[src/rtl/core/frd_pkg.sv]
// ----------------------------------------------------------------------------
// frd_pkg: shared types and constants of the FASTA/FASTQ record decoder
// Holds the phase and controller codes, the result record, the command and
// status groups between controller and datapath, and the character codes.
// ----------------------------------------------------------------------------
package frd_pkg;

  // Quality window depth and its index width
  localparam int unsigned WinBytes = 20;
  localparam int unsigned WinAw    = $clog2(WinBytes + 1);

  localparam logic [15:0] MaxReadLen = 16'hFFFF;

  // Character codes
  localparam logic [7:0] ChAt    = 8'h40;
  localparam logic [7:0] ChGt    = 8'h3E;
  localparam logic [7:0] ChPlus  = 8'h2B;
  localparam logic [7:0] ChZero  = 8'h30;
  localparam logic [7:0] ChNine  = 8'h39;
  localparam logic [7:0] ChNl    = 8'h0A;
  localparam logic [7:0] ChSp    = 8'h20;
  localparam logic [7:0] ChTab   = 8'h09;
  localparam logic [7:0] ChNul   = 8'h00;
  localparam logic [7:0] QualOff = 8'd33;
  localparam logic [6:0] DecMax  = 7'd9;
  localparam logic [6:0] DecBase = 7'd10;

  // Result kinds
  typedef enum logic [2:0] {
    KIND_NAME    = 3'd0,
    KIND_COMMENT = 3'd1,
    KIND_BASE    = 3'd2,
    KIND_QUAL    = 3'd3,
    KIND_KEPT    = 3'd4,
    KIND_DROPPED = 3'd5,
    KIND_SUMMARY = 3'd6,
    KIND_ERROR   = 3'd7
  } kind_e;

  // Parser phase, one-hot
  typedef enum logic [10:0] {
    PH_FIRST   = 11'b000_0000_0001,
    PH_SCAN    = 11'b000_0000_0010,
    PH_NAME    = 11'b000_0000_0100,
    PH_COMMENT = 11'b000_0000_1000,
    PH_BASES   = 11'b000_0001_0000,
    PH_PLUS    = 11'b000_0010_0000,
    PH_WINDOW  = 11'b000_0100_0000,
    PH_QUAL    = 11'b000_1000_0000,
    PH_AWAIT   = 11'b001_0000_0000,
    PH_DONE    = 11'b010_0000_0000,
    PH_ERROR   = 11'b100_0000_0000
  } phase_e;

  // Controller states, one-hot
  typedef enum logic [5:0] {
    ST_IDLE    = 6'b00_0001,
    ST_FEED    = 6'b00_0010,
    ST_REPLAY  = 6'b00_0100,
    ST_ZERO    = 6'b00_1000,
    ST_SUMMARY = 6'b01_0000,
    ST_FLUSH   = 6'b10_0000
  } ctrl_state_e;

  // Byte source of one parser step
  typedef enum logic [1:0] {
    SRC_INPUT  = 2'd0,
    SRC_REPLAY = 2'd1,
    SRC_ZERO   = 2'd2
  } src_e;

  typedef struct packed {
    kind_e       kind;
    logic [7:0]  value;
    logic [23:0] record_index;
    logic [15:0] item_count;
    logic [39:0] total_bases;
    logic        last;
  } res_t;

  typedef struct packed {
    logic load;
    logic feed;
    src_e src;
    logic summary;
  } dp_cmd_t;

  typedef struct packed {
    logic retry;
    logic replay_pending;
    logic active;
    logic eod;
  } dp_status_t;

endpackage

[src/rtl/core/frd_ctrl.sv]
// ----------------------------------------------------------------------------
// frd_ctrl: request sequencer of the record decoder
// Steps the datapath through the request byte, window replays, the closing
// zero bytes at end of data, the summary and the final result flush.
// ----------------------------------------------------------------------------
module frd_ctrl (
  input  logic                clk_i,
  input  logic                rst_ni,
  input  logic                in_valid_i,
  output logic                in_stall_o,
  input  logic                room_i,
  input  frd_pkg::dp_status_t st_i,
  output frd_pkg::dp_cmd_t    cmd_o,
  output logic                flush_o
);

  frd_pkg::ctrl_state_e state_q, state_d;
  logic [2:0] zc_q, zc_d;

  assign in_stall_o = (state_q != frd_pkg::ST_IDLE);

  // Next state and commands
  always_comb begin
    state_d       = state_q;
    zc_d          = zc_q;
    cmd_o         = '0;
    cmd_o.src     = frd_pkg::SRC_INPUT;
    flush_o       = 1'b0;
    case (state_q)
      frd_pkg::ST_IDLE: begin
        if (in_valid_i) begin
          cmd_o.load = 1'b1;
          zc_d       = '0;
          state_d    = frd_pkg::ST_FEED;
        end
      end
      frd_pkg::ST_FEED: begin
        if (room_i) begin
          cmd_o.feed = 1'b1;
          cmd_o.src  = frd_pkg::SRC_INPUT;
          if (!st_i.retry) state_d = frd_pkg::ST_REPLAY;
        end
      end
      frd_pkg::ST_REPLAY: begin
        if (st_i.replay_pending) begin
          if (room_i) begin
            cmd_o.feed = 1'b1;
            cmd_o.src  = frd_pkg::SRC_REPLAY;
          end
        end else if (st_i.eod) begin
          state_d = frd_pkg::ST_ZERO;
        end else begin
          state_d = frd_pkg::ST_FLUSH;
        end
      end
      frd_pkg::ST_ZERO: begin
        if (zc_q == 3'd4 || !st_i.active) begin
          state_d = frd_pkg::ST_SUMMARY;
        end else if (room_i) begin
          cmd_o.feed = 1'b1;
          cmd_o.src  = frd_pkg::SRC_ZERO;
          if (!st_i.retry) begin
            zc_d    = zc_q + 3'd1;
            state_d = frd_pkg::ST_REPLAY;
          end
        end
      end
      frd_pkg::ST_SUMMARY: begin
        if (room_i) begin
          cmd_o.summary = 1'b1;
          state_d       = frd_pkg::ST_FLUSH;
        end
      end
      frd_pkg::ST_FLUSH: begin
        if (room_i) begin
          flush_o = 1'b1;
          state_d = frd_pkg::ST_IDLE;
        end
      end
      default: state_d = frd_pkg::ST_IDLE;
    endcase
  end

  always_ff @(posedge clk_i or negedge rst_ni) begin
    if (!rst_ni) begin
      state_q <= frd_pkg::ST_IDLE;
      zc_q    <= '0;
    end else begin
      state_q <= state_d;
      zc_q    <= zc_d;
    end
  end

endmodule

[src/rtl/core/frd_dp.sv]
// ----------------------------------------------------------------------------
// frd_dp: parser datapath of the record decoder
// Holds the parser phase, counters, quality window and configuration, and
// runs one parser step per feed command, giving at most one result.
// ----------------------------------------------------------------------------
module frd_dp (
  input  logic                clk_i,
  input  logic                rst_ni,
  input  frd_pkg::dp_cmd_t    cmd_i,
  output frd_pkg::dp_status_t st_o,
  input  logic [7:0]          data_byte_i,
  input  logic                end_of_data_i,
  input  logic                cfg_we_i,
  input  logic [23:0]         cfg_data_i,
  output logic                emit_o,
  output frd_pkg::res_t       res_o
);

  localparam int unsigned Aw = frd_pkg::WinAw;
  localparam logic [Aw:0] WinW = (Aw + 1)'(frd_pkg::WinBytes);

  frd_pkg::phase_e phase_q, phase_d;
  logic        fastq_q, fastq_d;
  logic        numq_q, numq_d;
  logic [7:0]  prev_q, prev_d;
  logic [15:0] bcnt_q, bcnt_d;
  logic [15:0] qcnt_q, qcnt_d;
  logic [6:0]  acc_q, acc_d;
  logic        dseen_q, dseen_d;
  logic [Aw-1:0] wfill_q, wfill_d;
  logic [Aw-1:0] wbase_q, wbase_d;
  logic [Aw-1:0] rdptr_q, rdptr_d;
  logic [Aw-1:0] rem_q, rem_d;
  logic [23:0] rcnt_q, rcnt_d;
  logic [39:0] total_q, total_d;
  logic [23:0] expect_q;
  logic [7:0]  byte_q;
  logic        eod_q;
  logic [7:0]  win_q [frd_pkg::WinBytes];

  logic          retry;
  logic          win_we;
  logic [Aw-1:0] win_wa;
  logic [7:0]    win_wd;

  // Add two window positions modulo the window depth
  function automatic logic [Aw-1:0] wrap_add(input logic [Aw-1:0] a, input logic [Aw-1:0] b);
    logic [Aw:0] s;
    s = {1'b0, a} + {1'b0, b};
    if (s >= WinW) s = s - WinW;
    return s[Aw-1:0];
  endfunction

  assign st_o.retry          = retry;
  assign st_o.replay_pending = (rem_q != '0);
  assign st_o.active         = |(phase_q & (frd_pkg::PH_NAME | frd_pkg::PH_COMMENT |
                                  frd_pkg::PH_BASES | frd_pkg::PH_PLUS |
                                  frd_pkg::PH_WINDOW | frd_pkg::PH_QUAL |
                                  frd_pkg::PH_AWAIT));
  assign st_o.eod            = eod_q;

  // One parser step
  always_comb begin
    logic [7:0]    b;
    logic          do_finish, do_close, keep, do_scan, drain, is_nl;
    logic [Aw-1:0] rem_after, fill_n;

    phase_d = phase_q;  fastq_d = fastq_q;  numq_d = numq_q;  prev_d = prev_q;
    bcnt_d  = bcnt_q;   qcnt_d  = qcnt_q;   acc_d  = acc_q;   dseen_d = dseen_q;
    wfill_d = wfill_q;  wbase_d = wbase_q;  rdptr_d = rdptr_q; rem_d = rem_q;
    rcnt_d  = rcnt_q;   total_d = total_q;
    retry   = 1'b0;
    win_we  = 1'b0;
    win_wa  = wrap_add(wbase_q, wfill_q);
    emit_o  = 1'b0;
    res_o   = '0;
    do_finish = 1'b0; do_close = 1'b0; keep = 1'b0; do_scan = 1'b0; drain = 1'b0;
    fill_n  = wfill_q;

    case (cmd_i.src)
      frd_pkg::SRC_INPUT:  b = byte_q;
      frd_pkg::SRC_REPLAY: b = win_q[rdptr_q];
      default:             b = frd_pkg::ChNul;
    endcase
    win_wd    = b;
    is_nl     = (b == frd_pkg::ChNl) || (b == frd_pkg::ChNul);
    rem_after = (cmd_i.src == frd_pkg::SRC_REPLAY) ? rem_q - Aw'(1) : '0;

    if (cmd_i.feed) begin
      prev_d = b;
      case (phase_q)
        frd_pkg::PH_FIRST: begin
          if (b == frd_pkg::ChAt || b == frd_pkg::ChGt) begin
            fastq_d = (b == frd_pkg::ChAt);
            phase_d = frd_pkg::PH_SCAN;
            do_scan = 1'b1;
          end else begin
            emit_o       = 1'b1;
            res_o.kind   = frd_pkg::KIND_ERROR;
            res_o.value  = b;
            phase_d      = frd_pkg::PH_ERROR;
          end
        end
        frd_pkg::PH_SCAN: do_scan = 1'b1;
        frd_pkg::PH_NAME: begin
          if (b == frd_pkg::ChSp || b == frd_pkg::ChTab) begin
            phase_d = frd_pkg::PH_COMMENT;
          end else if (is_nl) begin
            phase_d = frd_pkg::PH_BASES;
          end else begin
            emit_o             = 1'b1;
            res_o.kind         = frd_pkg::KIND_NAME;
            res_o.value        = b;
            res_o.record_index = rcnt_q;
          end
        end
        frd_pkg::PH_COMMENT: begin
          if (is_nl) begin
            phase_d = frd_pkg::PH_BASES;
          end else begin
            emit_o             = 1'b1;
            res_o.kind         = frd_pkg::KIND_COMMENT;
            res_o.value        = b;
            res_o.record_index = rcnt_q;
          end
        end
        frd_pkg::PH_BASES: begin
          if (b == frd_pkg::ChNul ||
              ((b == frd_pkg::ChPlus || b == frd_pkg::ChGt) && prev_q == frd_pkg::ChNl)) begin
            if (!fastq_q) begin
              do_close = 1'b1;
              keep     = 1'b1;
              do_scan  = 1'b1;
            end else if (b == frd_pkg::ChPlus) begin
              phase_d = frd_pkg::PH_PLUS;
            end else begin
              qcnt_d    = '0;
              do_finish = 1'b1;
            end
          end else if (b != frd_pkg::ChNl) begin
            emit_o             = 1'b1;
            res_o.kind         = frd_pkg::KIND_BASE;
            res_o.value        = b;
            res_o.record_index = rcnt_q;
            if (bcnt_q < frd_pkg::MaxReadLen) bcnt_d = bcnt_q + 16'd1;
          end
        end
        frd_pkg::PH_PLUS: begin
          if (is_nl) begin
            phase_d = frd_pkg::PH_WINDOW;
            wfill_d = '0;
            wbase_d = (cmd_i.src == frd_pkg::SRC_REPLAY) ? wrap_add(rdptr_q, Aw'(1)) : '0;
          end
        end
        frd_pkg::PH_WINDOW: begin
          // Window bytes leave the previous byte untouched
          prev_d = prev_q;
          if ({1'b0, wfill_q} < WinW) begin
            win_we = 1'b1;
            fill_n = wfill_q + Aw'(1);
          end
          wfill_d = fill_n;
          if (b == frd_pkg::ChSp) begin
            numq_d = 1'b1;
            drain  = 1'b1;
          end else if (b == frd_pkg::ChNul || {1'b0, fill_n} >= WinW) begin
            numq_d = 1'b0;
            drain  = 1'b1;
          end
        end
        frd_pkg::PH_QUAL: begin
          if (is_nl || qcnt_q >= bcnt_q) begin
            if (numq_q && dseen_q && qcnt_q < bcnt_q) begin
              // Emit the pending decimal, then take the same byte again
              retry              = 1'b1;
              prev_d             = prev_q;
              emit_o             = 1'b1;
              res_o.kind         = frd_pkg::KIND_QUAL;
              res_o.value        = {1'b0, acc_q};
              res_o.record_index = rcnt_q;
              qcnt_d             = qcnt_q + 16'd1;
              dseen_d            = 1'b0;
              acc_d              = '0;
            end else begin
              do_finish = 1'b1;
            end
          end else if (numq_q) begin
            if (b >= frd_pkg::ChZero && b <= frd_pkg::ChNine) begin
              if (acc_q <= frd_pkg::DecMax) begin
                acc_d   = 7'(acc_q * frd_pkg::DecBase) + 7'(b - frd_pkg::ChZero);
                dseen_d = 1'b1;
              end
            end else if (dseen_q) begin
              emit_o             = 1'b1;
              res_o.kind         = frd_pkg::KIND_QUAL;
              res_o.value        = {1'b0, acc_q};
              res_o.record_index = rcnt_q;
              qcnt_d             = qcnt_q + 16'd1;
              acc_d              = '0;
              dseen_d            = 1'b0;
            end
          end else begin
            emit_o             = 1'b1;
            res_o.kind         = frd_pkg::KIND_QUAL;
            res_o.value        = b - frd_pkg::QualOff;
            res_o.record_index = rcnt_q;
            qcnt_d             = qcnt_q + 16'd1;
          end
        end
        frd_pkg::PH_AWAIT: begin
          do_close = 1'b1;
          keep     = (b == frd_pkg::ChAt);
          do_scan  = 1'b1;
        end
        default: ;
      endcase

      // Close a FASTQ record after its quality line, or at a '>' or zero byte in its bases
      if (do_finish) begin
        if (({1'b0, rcnt_q} + 25'd1) >= {1'b0, expect_q}) begin
          do_close = 1'b1;
          keep     = 1'b1;
          do_scan  = 1'b1;
        end else if (b == frd_pkg::ChNl) begin
          phase_d = frd_pkg::PH_AWAIT;
        end else begin
          do_close = 1'b1;
          do_scan  = 1'b1;
        end
      end

      if (do_close) begin
        emit_o             = 1'b1;
        res_o.record_index = rcnt_q;
        if (keep) begin
          total_d          = total_q + {24'd0, bcnt_q};
          res_o.kind       = frd_pkg::KIND_KEPT;
          res_o.item_count = bcnt_q;
          rcnt_d           = rcnt_q + 24'd1;
        end else begin
          res_o.kind       = frd_pkg::KIND_DROPPED;
          res_o.item_count = qcnt_d;
        end
        phase_d = frd_pkg::PH_SCAN;
      end

      // Look for the next record start
      if (do_scan && (b == frd_pkg::ChAt || b == frd_pkg::ChGt) && prev_q == frd_pkg::ChNl) begin
        if (rcnt_d >= expect_q) begin
          phase_d = frd_pkg::PH_DONE;
        end else begin
          phase_d = frd_pkg::PH_NAME;
          bcnt_d  = '0;
          qcnt_d  = '0;
        end
      end

      // Advance the replay, or restart it over the fresh window
      if (drain) begin
        wfill_d = '0;
        phase_d = frd_pkg::PH_QUAL;
        qcnt_d  = '0;
        acc_d   = '0;
        dseen_d = 1'b0;
        rdptr_d = wbase_q;
        rem_d   = fill_n + rem_after;
      end else if (cmd_i.src == frd_pkg::SRC_REPLAY && !retry) begin
        rdptr_d = wrap_add(rdptr_q, Aw'(1));
        rem_d   = rem_after;
      end
    end

    // Summary, then return to the reset state
    if (cmd_i.summary) begin
      emit_o             = (phase_q != frd_pkg::PH_ERROR);
      res_o.kind         = frd_pkg::KIND_SUMMARY;
      res_o.record_index = rcnt_q;
      phase_d = frd_pkg::PH_FIRST;  fastq_d = 1'b0;  numq_d = 1'b0;
      prev_d  = frd_pkg::ChNl;      bcnt_d = '0;     qcnt_d = '0;
      acc_d   = '0;  dseen_d = 1'b0;  wfill_d = '0;  rcnt_d = '0;  total_d = '0;
    end

    // The summary reports the total reached before the state returns to reset
    res_o.total_bases = cmd_i.summary ? total_q : total_d;
  end

  // Control and counter state
  always_ff @(posedge clk_i or negedge rst_ni) begin
    if (!rst_ni) begin
      phase_q  <= frd_pkg::PH_FIRST;
      fastq_q  <= 1'b0;
      numq_q   <= 1'b0;
      prev_q   <= frd_pkg::ChNl;
      bcnt_q   <= '0;
      qcnt_q   <= '0;
      acc_q    <= '0;
      dseen_q  <= 1'b0;
      wfill_q  <= '0;
      wbase_q  <= '0;
      rdptr_q  <= '0;
      rem_q    <= '0;
      rcnt_q   <= '0;
      total_q  <= '0;
      expect_q <= '0;
      eod_q    <= 1'b0;
    end else begin
      phase_q <= phase_d;
      fastq_q <= fastq_d;
      numq_q  <= numq_d;
      prev_q  <= prev_d;
      bcnt_q  <= bcnt_d;
      qcnt_q  <= qcnt_d;
      acc_q   <= acc_d;
      dseen_q <= dseen_d;
      wfill_q <= wfill_d;
      wbase_q <= wbase_d;
      rdptr_q <= rdptr_d;
      rem_q   <= rem_d;
      rcnt_q  <= rcnt_d;
      total_q <= total_d;
      if (cfg_we_i) expect_q <= cfg_data_i;
      if (cmd_i.load) eod_q <= end_of_data_i;
    end
  end

  // Request byte and quality window payload
  always_ff @(posedge clk_i) begin
    if (cmd_i.load) byte_q <= data_byte_i;
    if (cmd_i.feed && win_we) win_q[win_wa] <= win_wd;
  end

endmodule

[src/rtl/core/frd_out.sv]
// ----------------------------------------------------------------------------
// frd_out: result buffer of the record decoder
// Holds the newest result back until the next one or the end of the request
// is known, so that the final result can carry its last flag.
// ----------------------------------------------------------------------------
module frd_out (
  input  logic          clk_i,
  input  logic          rst_ni,
  input  logic          emit_i,
  input  frd_pkg::res_t res_i,
  input  logic          flush_i,
  output logic          room_o,
  output logic          out_valid_o,
  input  logic          out_stall_i,
  output frd_pkg::res_t out_o
);

  logic          pend_vld_q, pend_vld_d;
  frd_pkg::res_t pend_q;
  logic          out_vld_q, out_vld_d;
  frd_pkg::res_t out_q;
  frd_pkg::res_t move_res;
  logic          move;

  assign room_o      = !out_vld_q || !out_stall_i;
  assign out_valid_o = out_vld_q;
  assign out_o       = out_q;
  assign move        = pend_vld_q && (emit_i || flush_i);

  always_comb begin
    out_vld_d     = (out_vld_q && out_stall_i) || move;
    pend_vld_d    = emit_i || (pend_vld_q && !flush_i);
    move_res      = pend_q;
    move_res.last = flush_i;
  end

  always_ff @(posedge clk_i or negedge rst_ni) begin
    if (!rst_ni) begin
      pend_vld_q <= 1'b0;
      out_vld_q  <= 1'b0;
    end else begin
      pend_vld_q <= pend_vld_d;
      out_vld_q  <= out_vld_d;
    end
  end

  // Advance pending result to the output register
  always_ff @(posedge clk_i) begin
    if (move) out_q <= move_res;
    if (emit_i) pend_q <= res_i;
  end

endmodule

[src/rtl/core/fastq_record_decoder.sv]
// ----------------------------------------------------------------------------
// fastq_record_decoder: FASTA/FASTQ byte stream to record results
// Decodes names, comments, bases and qualities and closes each record as
// kept or discarded, with a summary at the end of the data.
// ----------------------------------------------------------------------------
// Usage:
//   The input channel takes one file byte per request with an end-of-data
//   flag; in_stall_o is high while a request is being worked on. Results
//   leave on the output channel, one per transfer, the final one of each
//   request with last_o set. The expected record count is written on the
//   configuration channel between requests; cfg_ready_o is always high.
//   A plain byte goes from acceptance to the next acceptance through the
//   accepting step, one parse step, one replay check and one flush.
//   A quality window that closes replays its up to 20 stored bytes, one
//   parse step per cycle while the output has room; a decimal quality
//   closed by a line end takes its byte twice. At end of data each
//   closing zero byte (up to 4) is a parse step and a replay check.
//   Each result is held one stage and leaves with the next result; the
//   final one leaves with the flush. Reset clears all parser state and
//   the expected count; the window store needs no clearing. A stalled
//   receiver holds the output register and the parser waits before each
//   parse step, the summary and the flush.
// ----------------------------------------------------------------------------
module fastq_record_decoder (
  input  logic        clk_i,
  input  logic        rst_ni,
  input  logic        in_valid_i,
  output logic        in_stall_o,
  input  logic [7:0]  data_byte_i,
  input  logic        end_of_data_i,
  input  logic        cfg_valid_i,
  output logic        cfg_ready_o,
  input  logic [23:0] expected_records_i,
  output logic        out_valid_o,
  input  logic        out_stall_i,
  output logic [2:0]  kind_o,
  output logic [7:0]  value_o,
  output logic [23:0] record_index_o,
  output logic [15:0] item_count_o,
  output logic [39:0] total_bases_o,
  output logic        last_o
);

  frd_pkg::dp_cmd_t    cmd;
  frd_pkg::dp_status_t st;
  frd_pkg::res_t       res;
  frd_pkg::res_t       out;
  logic                emit;
  logic                room;
  logic                flush;

  assign cfg_ready_o = 1'b1;

  frd_ctrl u_ctrl (
    .clk_i      (clk_i),
    .rst_ni     (rst_ni),
    .in_valid_i (in_valid_i),
    .in_stall_o (in_stall_o),
    .room_i     (room),
    .st_i       (st),
    .cmd_o      (cmd),
    .flush_o    (flush)
  );

  frd_dp u_dp (
    .clk_i         (clk_i),
    .rst_ni        (rst_ni),
    .cmd_i         (cmd),
    .st_o          (st),
    .data_byte_i   (data_byte_i),
    .end_of_data_i (end_of_data_i),
    .cfg_we_i      (cfg_valid_i && cfg_ready_o),
    .cfg_data_i    (expected_records_i),
    .emit_o        (emit),
    .res_o         (res)
  );

  frd_out u_out (
    .clk_i       (clk_i),
    .rst_ni      (rst_ni),
    .emit_i      (emit),
    .res_i       (res),
    .flush_i     (flush),
    .room_o      (room),
    .out_valid_o (out_valid_o),
    .out_stall_i (out_stall_i),
    .out_o       (out)
  );

  assign kind_o         = out.kind;
  assign value_o        = out.value;
  assign record_index_o = out.record_index;
  assign item_count_o   = out.item_count;
  assign total_bases_o  = out.total_bases;
  assign last_o         = out.last;

endmodule
[config.mk]
export PLATFORM = sky130hd
export DESIGN_NAME = fastq_record_decoder
export DESIGN_NICKNAME = d
export VERILOG_FILES = /design/src/rtl/core/frd_pkg.sv /design/src/rtl/core/frd_ctrl.sv /design/src/rtl/core/frd_dp.sv /design/src/rtl/core/frd_out.sv /design/src/rtl/core/fastq_record_decoder.sv
export SDC_FILE = /design/constraint.sdc
export NUM_CORES = 1
export LEC_CHECK = 0
export BUFFER_PORTS_ARGS = -buffer_cell sky130_fd_sc_hd__buf_2
export CAP_MARGIN = 0
export CORE_ASPECT_RATIO = 0.7
export CORE_MARGIN = 5
export CORE_UTILIZATION = 41
export DETAILED_ROUTE_END_ITERATION = 8
export HOLD_SLACK_MARGIN = 0.05
export MAX_ROUTING_LAYER = met4
export PLACE_DENSITY = 0.57
export SLEW_MARGIN = 20
export SYNTH_ARGS = -nofsm -noshare
export SYNTH_HDL_FRONTEND = slang
export SYNTH_HIERARCHICAL = 1
export SYNTH_SLANG_ARGS = --single-unit
[constraint.sdc]
create_clock -name clk_i -period 41 [get_ports clk_i]
set_input_delay 4.1 -clock clk_i [delete_from_list [all_inputs] [get_ports clk_i]]
set_output_delay 4.1 -clock clk_i [all_outputs]
set_load 0.02 [all_outputs]
== Word-level counts from Yosys, hierarchy flattened ==
Memories as Yosys holds them, arrays and structs flattened.
Cells that the tools add are included.

* $add $sub $neg: 16
* Multipliers: 1
* Magnitude comparators: 12
* Equal/unequal tests: 39
* Muxes and demuxes: 196
* Bitwise gates (word level): 1
* Reductions and logical operators: 56

{| class="wikitable"
|+ Operators by type and width
! operator !! count
|-
| 16-bit two-way mux || 22
|-
| 40-bit two-way mux || 6
|-
| 11-bit two-way mux || 16
|-
| 35-bit two-way mux || 5
|-
| 24-bit two-way mux || 6
|-
| 11-bit case mux with 5 select lines || 2
|-
| 34-bit two-way mux || 3
|-
| 24-bit case mux with 4 select lines || 1
|-
| 5-bit two-way mux || 17
|-
| 1-bit two-way mux || 70
|-
| 7-bit two-way mux || 10
|-
| 51-bit two-way mux || 1
|-
| 6-bit two-way mux || 8
|-
| 40-bit by 16-bit adder with 40-bit output || 1
|-
| 6-bit case mux with 6 select lines || 1
|-
| 33-bit two-way mux || 1
|-
| 16-bit by 1-bit adder with 16-bit output (second input constant) || 2
|-
| 32-bit two-way mux || 1
|-
| 8-bit two-way mux || 4
|-
| 16-bit case mux with 2 select lines || 1
|-
| 8-bit case mux with 2 select lines || 2
|-
| 3-bit two-way mux || 10
|-
| 24-bit by 1-bit adder with 25-bit output (second input constant) || 1
|-
| 25-bit by 24-bit >= comparator with 1-bit output || 1
|-
| 74 further kinds || 129
|}

* Flip-flop bits (word level): 372
* RAM bits: 160
* Bits of input ports: 38
* Memories kept: 1

{| class="wikitable"
|+ Memories
! memory !! words !! bits a word !! read ports !! clocked after memory_dff !! write ports !! line !! RTL
|-
| u_dp.win_q || 20 || 8 || 1 || 0 || 1 || frd_dp.sv:39 || <nowiki>logic [7:0] win_q [frd_pkg::WinBytes];</nowiki>
|}

== Depth between registers and ports, before layout ==
Gate-level depths: netlist of run 1.

* Word-level depth: 25
* Depth in mapped cells: 36

== Hierarchy ==
Netlist of run 1, hierarchy kept.

{| class="wikitable"
|+ By module, submodules not included
! module !! instances !! cells an instance !! area an instance (µm²) !! sequential area each (µm²)
|-
| frd_dp || 1 || 2070 || 20596.0 || 9302.7
|-
| frd_out || 1 || 190 || 5575.3 || 5545.3
|-
| frd_ctrl || 1 || 74 || 685.7 || 226.5
|-
| fastq_record_decoder || 1 || 2 || 11.3 || 0.0
|}

== Worst setup path before layout of run 1 ==
OpenSTA, ideal clock, no wires.

* Path kind: input port to flip-flop
* Start: in out_stall_i
* End: reg u_out.out_q, in the netlist u_out/out_o[0] (enable)
* Library setup time: 459 ps
* Arrival: 16196 ps
* Data required time: 40541 ps
* Setup slack: 24345 ps
* Stages: 15
* Buffers on the path: 1
* Cell sequence: nand2_1 -> inv_1 -> nor2_1 -> clkbuf_1 -> o21ai_0 -> nor2_1 -> ha_1 -> nand3_1 -> or4_1 -> a211oi_2 -> nor2_1 -> o21bai_2 -> nor3_1 -> o21ai_0 -> o21a_1

{| class="wikitable"
|+ RTL lines
! what !! line !! RTL
|-
| from (decl) || fastq_record_decoder.sv:35 || <nowiki>input logic out_stall_i,</nowiki>
|-
| to (signal assigned) || frd_out.sv:49 || <nowiki>if (move) out_q <= move_res;</nowiki>
|-
| to (decl) || frd_out.sv:21 || <nowiki>frd_pkg::res_t out_q;</nowiki>
|}

==> results of run 1 <==
## per-stage QoR
stage	hold WS, ps	util
after floorplan	400	-
after global placement	402	0.437
after detailed placement	405	0.437
after CTS	403	0.465
after global routing	423	0.465
final	413	0.465
## routing by layer
layer	global-route usage	vias to the layer above	wire length, um
met4	0.0405	0	1170
met5	-	-	0
met3	0.0351	85	4770
met1	0.315	9207	35300
met2	0.256	604	27300
li1	-	8719	-
## where the power goes
part	leakage, nW	switching (mW)	internal, mW
registers	5.68	0.0218	0.628
clock network	0.884	0.214	0.295
logic	5.49	0.228	0.111
total	12.1	0.465	1.03
## sequential cells by signal (all words and copies together) (netlist names), 11 cells and up
signal / count
u_dp/win_q: 160
u_out/out_o: 92
u_out/move_res: 91
u_dp/total_q: 40
u_dp/expect_q: 24
u_dp/rcnt_q: 24
u_dp/bcnt_q: 16
u_dp/qcnt_q: 16
u_dp/phase_q: 11
## cell type report
class	instances	area [um^2]	area share
Clock buffer	68	1440	0.0479
Timing Repair Buffer	155	845	0.0280
Tap cell	880	1100	0.0365
Inverter	91	342	0.0113
Sequential cell	532	15100	0.500
Multi-Input combinational cell	1602	11000	0.364
Clock inverter	32	382	0.0127
## worst max-delay path by stage
| stage | from | slack [ps] | end | cells past startpoint |
|---|---|---|---|---|
| final | out_stall_i | 29330 | u_dp/bcnt_q[14] | 28 |
| after global routing | out_stall_i | 28660 | u_dp/bcnt_q[9] | 28 |
| after CTS | out_stall_i | 29450 | u_dp/bcnt_q[14] | 28 |
| after detailed placement | out_stall_i | 28810 | u_dp/bcnt_q[14] | 28 |
| after global placement | out_stall_i | 29170 | u_dp/bcnt_q[14] | 28 |
| after floorplan | out_stall_i | 24340 | u_out/out_o[0] | 15 |
## critical path: cells and delay by family
family          cells  cell delay, ps
buf+inv             3             510
xor+xnor            1             160
simple gates       10            3400
fa+ha+maj           1             260
compound gates     13            3650
## placed cells by master, fill, tap and decap left out, types with 20 or more instances in the layout
cell and count:
sky130_fd_sc_hd__buf_4 24, sky130_fd_sc_hd__nor2b_1 20, sky130_fd_sc_hd__o21ai_0 101, sky130_fd_sc_hd__mux2i_1 27
sky130_fd_sc_hd__a21oi_1 106, sky130_fd_sc_hd__nor3_1 40, sky130_fd_sc_hd__nand4_1 37, sky130_fd_sc_hd__mux4_2 34
sky130_fd_sc_hd__nand2_1 251, sky130_fd_sc_hd__nor2_1 222, sky130_fd_sc_hd__dfrtp_1 176, sky130_fd_sc_hd__xor2_1 64
sky130_fd_sc_hd__buf_2 130, sky130_fd_sc_hd__inv_1 86, sky130_fd_sc_hd__and3_1 49, sky130_fd_sc_hd__a21o_1 38
sky130_fd_sc_hd__clkbuf_16 54, sky130_fd_sc_hd__ha_1 119, sky130_fd_sc_hd__xnor2_1 99, sky130_fd_sc_hd__edfxtp_1 351
sky130_fd_sc_hd__a22o_1 22, sky130_fd_sc_hd__nand3_1 68, sky130_fd_sc_hd__a31oi_1 28
==> results.md, run 1 <==
Worst hold path:
- The class of the most critical hold timing path is flip-flop to flip-flop.
- The worst hold path begins at u_out/move_res[89].
- Counting instances, the worst hold path has a depth of 0.
- The worst hold endpoint is u_out/out_o[89].

Drt:
- The first TritonRoute pass finished after 5 iterations.
- In this run the remaining antenna-violating nets after routing total 0.
- The total number of vias is 18615.
- After detailed routing, the total wire length is a little under 70000 um.
- The detail-routed via count per cell is between 5 and 6.
- The post-detailed-route DRC marker count is 0.
- The per-cell routed wire length is 20.4 um.
- The number of DRC markers after the initial detailed-route iteration is 1614.

Worst setup path:
- The startpoint of the worst-slack reg-to-reg timing path is u_dp/phase_q[4].
- In this run the register-to-register setup slack is 31520 ps.
- The type of the setup path with the least slack is input pin to flip-flop.
- The endpoint type of the worst setup path is a flip-flop.
- The required time of the critical path is a little over 40000 ps.
- The largest incremental delay on the critical path is 840 ps.
- In this run the worst path has a maximum fanout of 28.
- The capturing point of the worst reg2reg path is u_dp/bcnt_q[14].
- The cell with the biggest individual delay on the critical path is sky130_fd_sc_hd__o41a_1.
- At the worst endpoint, the arrival time is roughly 12000 ps.
- Measured in cells, the most critical reg-to-reg path has a length of 31.
- The launching element type of the critical path is an input pin.

Floorplanning:
- The number of placement rows is between 70 and 80.
- The die span in x is around 320 um.
- The area of the die is between 70000 and 80000 um^2.
- The die is about 220 um tall.
- The initial utilization of the core area, before any placement, comes to 0.414.
- In this run the count of I/O pins placed on the die edge is 133.
- The region available for standard cell placement spans between 60000 and 70000 um^2.

STA:
- The number of slew-limit violations in the final report is 0.
- The part of the cycle the worst path needs is 0.285.
- The headroom to the max-slew limit is 0.288.
- Setup repair after global routing left no endpoint under its margin.
- The final hold violation count is 0.
- Setup slack closes at slightly below 30000 ps.
- The shortest period the worst path allows is between 10000 and 15000 ps.
- The total of endpoints with negative setup slack in the final report is 0.
- The maximum achievable frequency is 85.7 MHz.
- The transition time at the pin with the least slew margin is approximately 1100 ps.
- The clock skew after layout is 21.8 ps.
- The setup total negative slack is 0 ps.

Global route:
- The initial antenna violation count is 1.
- The first global-routing pass estimated roughly 110000 um of wire.
- The largest net degree at the start of global routing is 81.
- The number of global-route vias before repair is approximately 18000.
- The overflow left after global routing is 0.
- For this run, the total global-route usage over all layers was measured as 0.196.

Clocking:
- The deepest clock path buffer count is 3.
- The number of clock sinks is between 500 and 600.
- The number of gates resized after CTS is 0.
- The number of buffers inserted by post-CTS setup repair is 0.
- The clock tree root driver cell is sky130_fd_sc_hd__clkbuf_16.
- TritonCTS built the clock tree.
- The source-to-sink clock delay at the later pin of the worst-skew pair is between 600 and 700 ps.
- For this design, the CTS-stage hold fixing added 0 buffers.
- The number of CTS-inserted buffers is 53.
- After clock tree synthesis, the clock-pin slew on the worst setup and hold paths is roughly 70 ps.
- CTS built an H-tree with a depth of 2.

Placement:
- OpenSTA, run right after detailed placement, puts the worst setup slack at 28810 ps.
- Summed over all nets, the half-perimeter wirelength after detailed placement is around 47000 um.
- The routability congestion estimate from global placement is ~0.9.
- In this run the tool buffered the top-level ports with ~130 buffer cells.
- After detailed placement, the total cell area comes to roughly 28000 um^2.
- The cell count after placement is 3260.

Cells and area:
- The post-route non-filler standard cell count is 3360.
- Compared with the post-synthesis result, the final layout area differs by 12.3%.
- The final instance area is between 30000 and 40000 um^2.
- The number of inserted diodes is 0.
- The filler cell count is 5971.
- In the final layout, the share of cells above drive strength 1 is 0.136.
- At the end of the flow, the number of nets in the layout was about 2600.

Job:
- The max-capacitance violation count is 0.

Power and ir drop:
- Summed over all cells, the static leakage comes to approximately 12 nW.
- After layout, the design draws a total of 1.50 mW.
- The total power density per cell area is just under 50 nW/um^2.
- Across the VDD grid, the largest voltage drop is around 0.032 mV.

Yosys:
- The synthesis warning total is 6.
- The mean area per synthesized cell is between 10 and 15 um^2.
- The cell area that synthesis handed to floorplanning was approximately 27000 um^2.
- Counting every instance in the synthesized netlist gives ~2300.
- The number of nets in the synthesized netlist is about 2500.

Outcome:
- The run finished with clean final reports.
(Power assumes the default switching activity.)
==> run 2: changes to the inputs <==
==> constraint.sdc (replaced) <==
create_clock -name clk_i -period 10.96 [get_ports clk_i]
set_input_delay 1.096 -clock clk_i [delete_from_list [all_inputs] [get_ports clk_i]]
set_output_delay 1.096 -clock clk_i [all_outputs]
set_load 0.02 [all_outputs]
==> run 2 against run 1 <==
  * Clock skew grew 6.4 ps
  * First-iteration DRC count is 4.7% higher
  * Core utilization is essentially flat
  * Die area unchanged
  * Combinational power increased to 3.8 times the previous value
  * Non-clock buffer count increased by 2
  * Clock power rose to 3.7 times the previous value
  * Cell area grew 0.10%
  * Clock-buffer cell count grew 5
  * Critical path depth grew 1
  * Cell count about the same
  * Highest routed layer unchanged
==> results.md, run 2 (synthesized netlist as in run 1, its figures left out) <==
Drt:
- The detailed-routing iteration count for the pre-antenna-repair pass is 6.
- The final wirelength is 69000 um.
- The detail-routed via count per cell is roughly 5.5.
- The number of nets with antenna violations after detailed routing is 0.
- The total number of vias is approximately 19000.
- The post-detailed-route DRC marker count is 0.
- The number of DRC markers after the initial detailed-route iteration is 1690.
- The per-cell routed wire length is ~21 um.

Placement:
- The worst slack at placement is between 2000 and 2500 ps.
- In this run, placement finished with an instance count of 3261.
- The placed instances occupy a cell area of ~28000 um^2.
- The routability congestion estimate from global placement is 0.942.
- The number of port buffers is 131.
- The final HPWL from detailed placement is 48000 um.

Floorplanning:
- For this design the top-level I/O count stands at about 130.
- The region available for standard cell placement spans ~65000 um^2.
- The die is roughly 220 um tall.
- The initial utilization of the core area, before any placement, comes to 0.414.
- The number of placement rows is between 70 and 80.
- Measured along the x axis, the die boundary spans about 320 um.
- The area of the die is between 70000 and 80000 um^2.

Worst setup path:
- The endpoint type of the worst setup path is a flip-flop.
- The data arrival time at the worst-slack endpoint is ~9500 ps.
- The slowest stage of the critical path is the sky130_fd_sc_hd__a21oi_4 cell.
- The launching element type of the critical path is a flip-flop.
- Data on the critical path is required at its endpoint by 11470 ps.
- The type of the setup path with the least slack is flip-flop to flip-flop.
- The largest single stage delay on the critical path is around 630 ps.
- The maximum net fanout on the critical path is 28.

Power and ir drop:
- The combinational group share of total power is 0.229.
- The share of total power dissipated in the clock network is 0.338.
- Internal power comes to 3.89 mW.
- For this design the total switching power over the nets is around 1.8 mW.
- IR analysis of the VDD net gives a maximum drop of around 0.12 mV.
- The part of the power in registers is 0.433.
- The leakage power of the design is about 12 nW.
- Power spread over the standard cell area amounts to between 150 and 200 nW/um^2.
- Overall power consumption after layout is estimated at approximately 5.7 mW.
- The fraction of power spent switching nets is 0.311.

STA:
- The headroom to the max-slew limit is 0.304.
- Hold is met by 418 ps.
- The setup total negative slack is 0 ps.
- The clock skew after layout is roughly 28 ps.
- The shortest period the worst path allows is around 9000 ps.
- In the finished design, the share of the clock period the worst path needs comes to 0.819.
- The maximum achievable frequency is between 100 and 150 MHz.
- The total of endpoints with negative setup slack in the final report is 0.
- Setup repair after global routing left no endpoint under its margin.
- The final hold violation count is 0.
- The worst path meets setup with roughly 2000 ps of slack.
- The number of slew-limit violations in the final report is 0.
- For the pin with the worst max-slew slack, the measured transition is 1040 ps.

Global route:
- The number of global-route vias before repair is 17854.
- In the global route stage, overall resource usage came out at 0.197.
- The overflow left after global routing is 0.
- The largest net degree at the start of global routing is 68.
- The first global-routing pass estimated 107000 um of wire.
- The initial antenna violation count was 1.

Clocking:
- The number of H-tree levels is 2.
- The number of gates resized after CTS is 0.
- TritonCTS built the clock tree.
- The number of buffers inserted by post-CTS setup repair is 0.
- Counting the buffers created by CTS gives between 50 and 60.
- Clock tree synthesis selected as its root buffer the cell sky130_fd_sc_hd__clkbuf_16.
- The number of hold buffers added after CTS was 0.
- The clock drives approximately 530 sinks.
- The deepest clock path buffer count is 3.
- The source-to-sink clock delay at the later pin of the worst-skew pair is ~600 ps.
- The clock transition at the registers of the reported paths is roughly 70 ps.

Cells and area:
- The net count of the finished layout is 2600.
- Of the cells placed in the final design, the portion with a size suffix greater than 1 is 0.137.
- The register with the most flip-flops in the layout has 160 of them.
- The utilization after layout is 0.466.
- The register with the most flip-flops is u_dp/win_q.
- After the flow finishes, the layout carries non-filler instances totaling around 3400.
- In the layout the commonest cells are sky130_fd_sc_hd__edfxtp_1 (351), sky130_fd_sc_hd__nand2_1 (251), sky130_fd_sc_hd__nor2_1 (222).
- The finished cells cover 30200 um^2.
- The area growth from synthesis to layout is 12.4%.
- The library cell used most frequently in the layout, excluding fill and tap cells, is sky130_fd_sc_hd__edfxtp_1.
- The number of inserted diodes is 0.

Outcome:
- The run finished with clean final reports.

Worst hold path:
- The path class of the tightest hold or removal check is flip-flop to flip-flop.

Job:
- The max-capacitance violation count is 0.
## run 2: final cells by class
| type | count | area, um^2 |
|---|---|---|
| Tap cell | 880 | 1100 |
| Clock buffer | 73 | 1480 |
| Clock inverter | 28 | 354 |
| Inverter | 91 | 342 |
| Multi-Input combinational cell | 1602 | 11000 |
| Timing Repair Buffer | 157 | 867 |
| Fill cell | 5897 | 34600 |
| Sequential cell | 532 | 15100 |
## run 2: critical path, delay by kind of cell, from the launching register on
| family | cells | cell delay [ps] |
|---|---|---|
| buf+inv | 2 | 600 |
| simple gates | 16 | 3940 |
| xor+xnor | 1 | 80 |
| fa+ha+maj | 1 | 330 |
| flops | 1 | 410 |
| compound gates | 9 | 3510 |
## run 2: power groups by stage
stage / Clock (mW) / Sequential (mW) / Combinational [mW]
5_1_grt: 2.05 / 2.46 / 1.39
3_3_place_gp: 0 / 2.49 / 1.25
2_1_floorplan: 0 / 2.46 / 0.885
6_report: 1.91 / 2.45 / 1.29
3_5_place_dp: 0 / 2.49 / 1.27
4_1_cts: 1.96 / 2.45 / 1.28
## run 2: worst paths after layout
kind / startpoint / endpoint / slack (ps) / depth (start not counted)
worst max register to register: u_dp/phase_q[4] / u_dp/bcnt_q[3] / 1980 / 29
min in group asynchronous: rst_ni / u_dp/expect_q[13] / 480 / 1
worst max-delay path: u_dp/phase_q[4] / u_dp/bcnt_q[3] / 1980 / 29
worst min-delay path: u_out/move_res[31] / u_out/out_o[31] / 420 / 0
worst min register to register: u_out/move_res[31] / u_out/out_o[31] / 420 / 0
max in group asynchronous: rst_ni / u_dp/rcnt_q[15] / 8390 / 3
## run 2: routing by layer
layer | up-vias | global-route usage | share of wire
met5 | - | - | 0
met4 | 0 | 0.0319 | 0.013
met3 | 65 | 0.0328 | 0.069
met2 | 634 | 0.261 | 0.40
met1 | 9234 | 0.319 | 0.52
li1 | 8700 | - | -
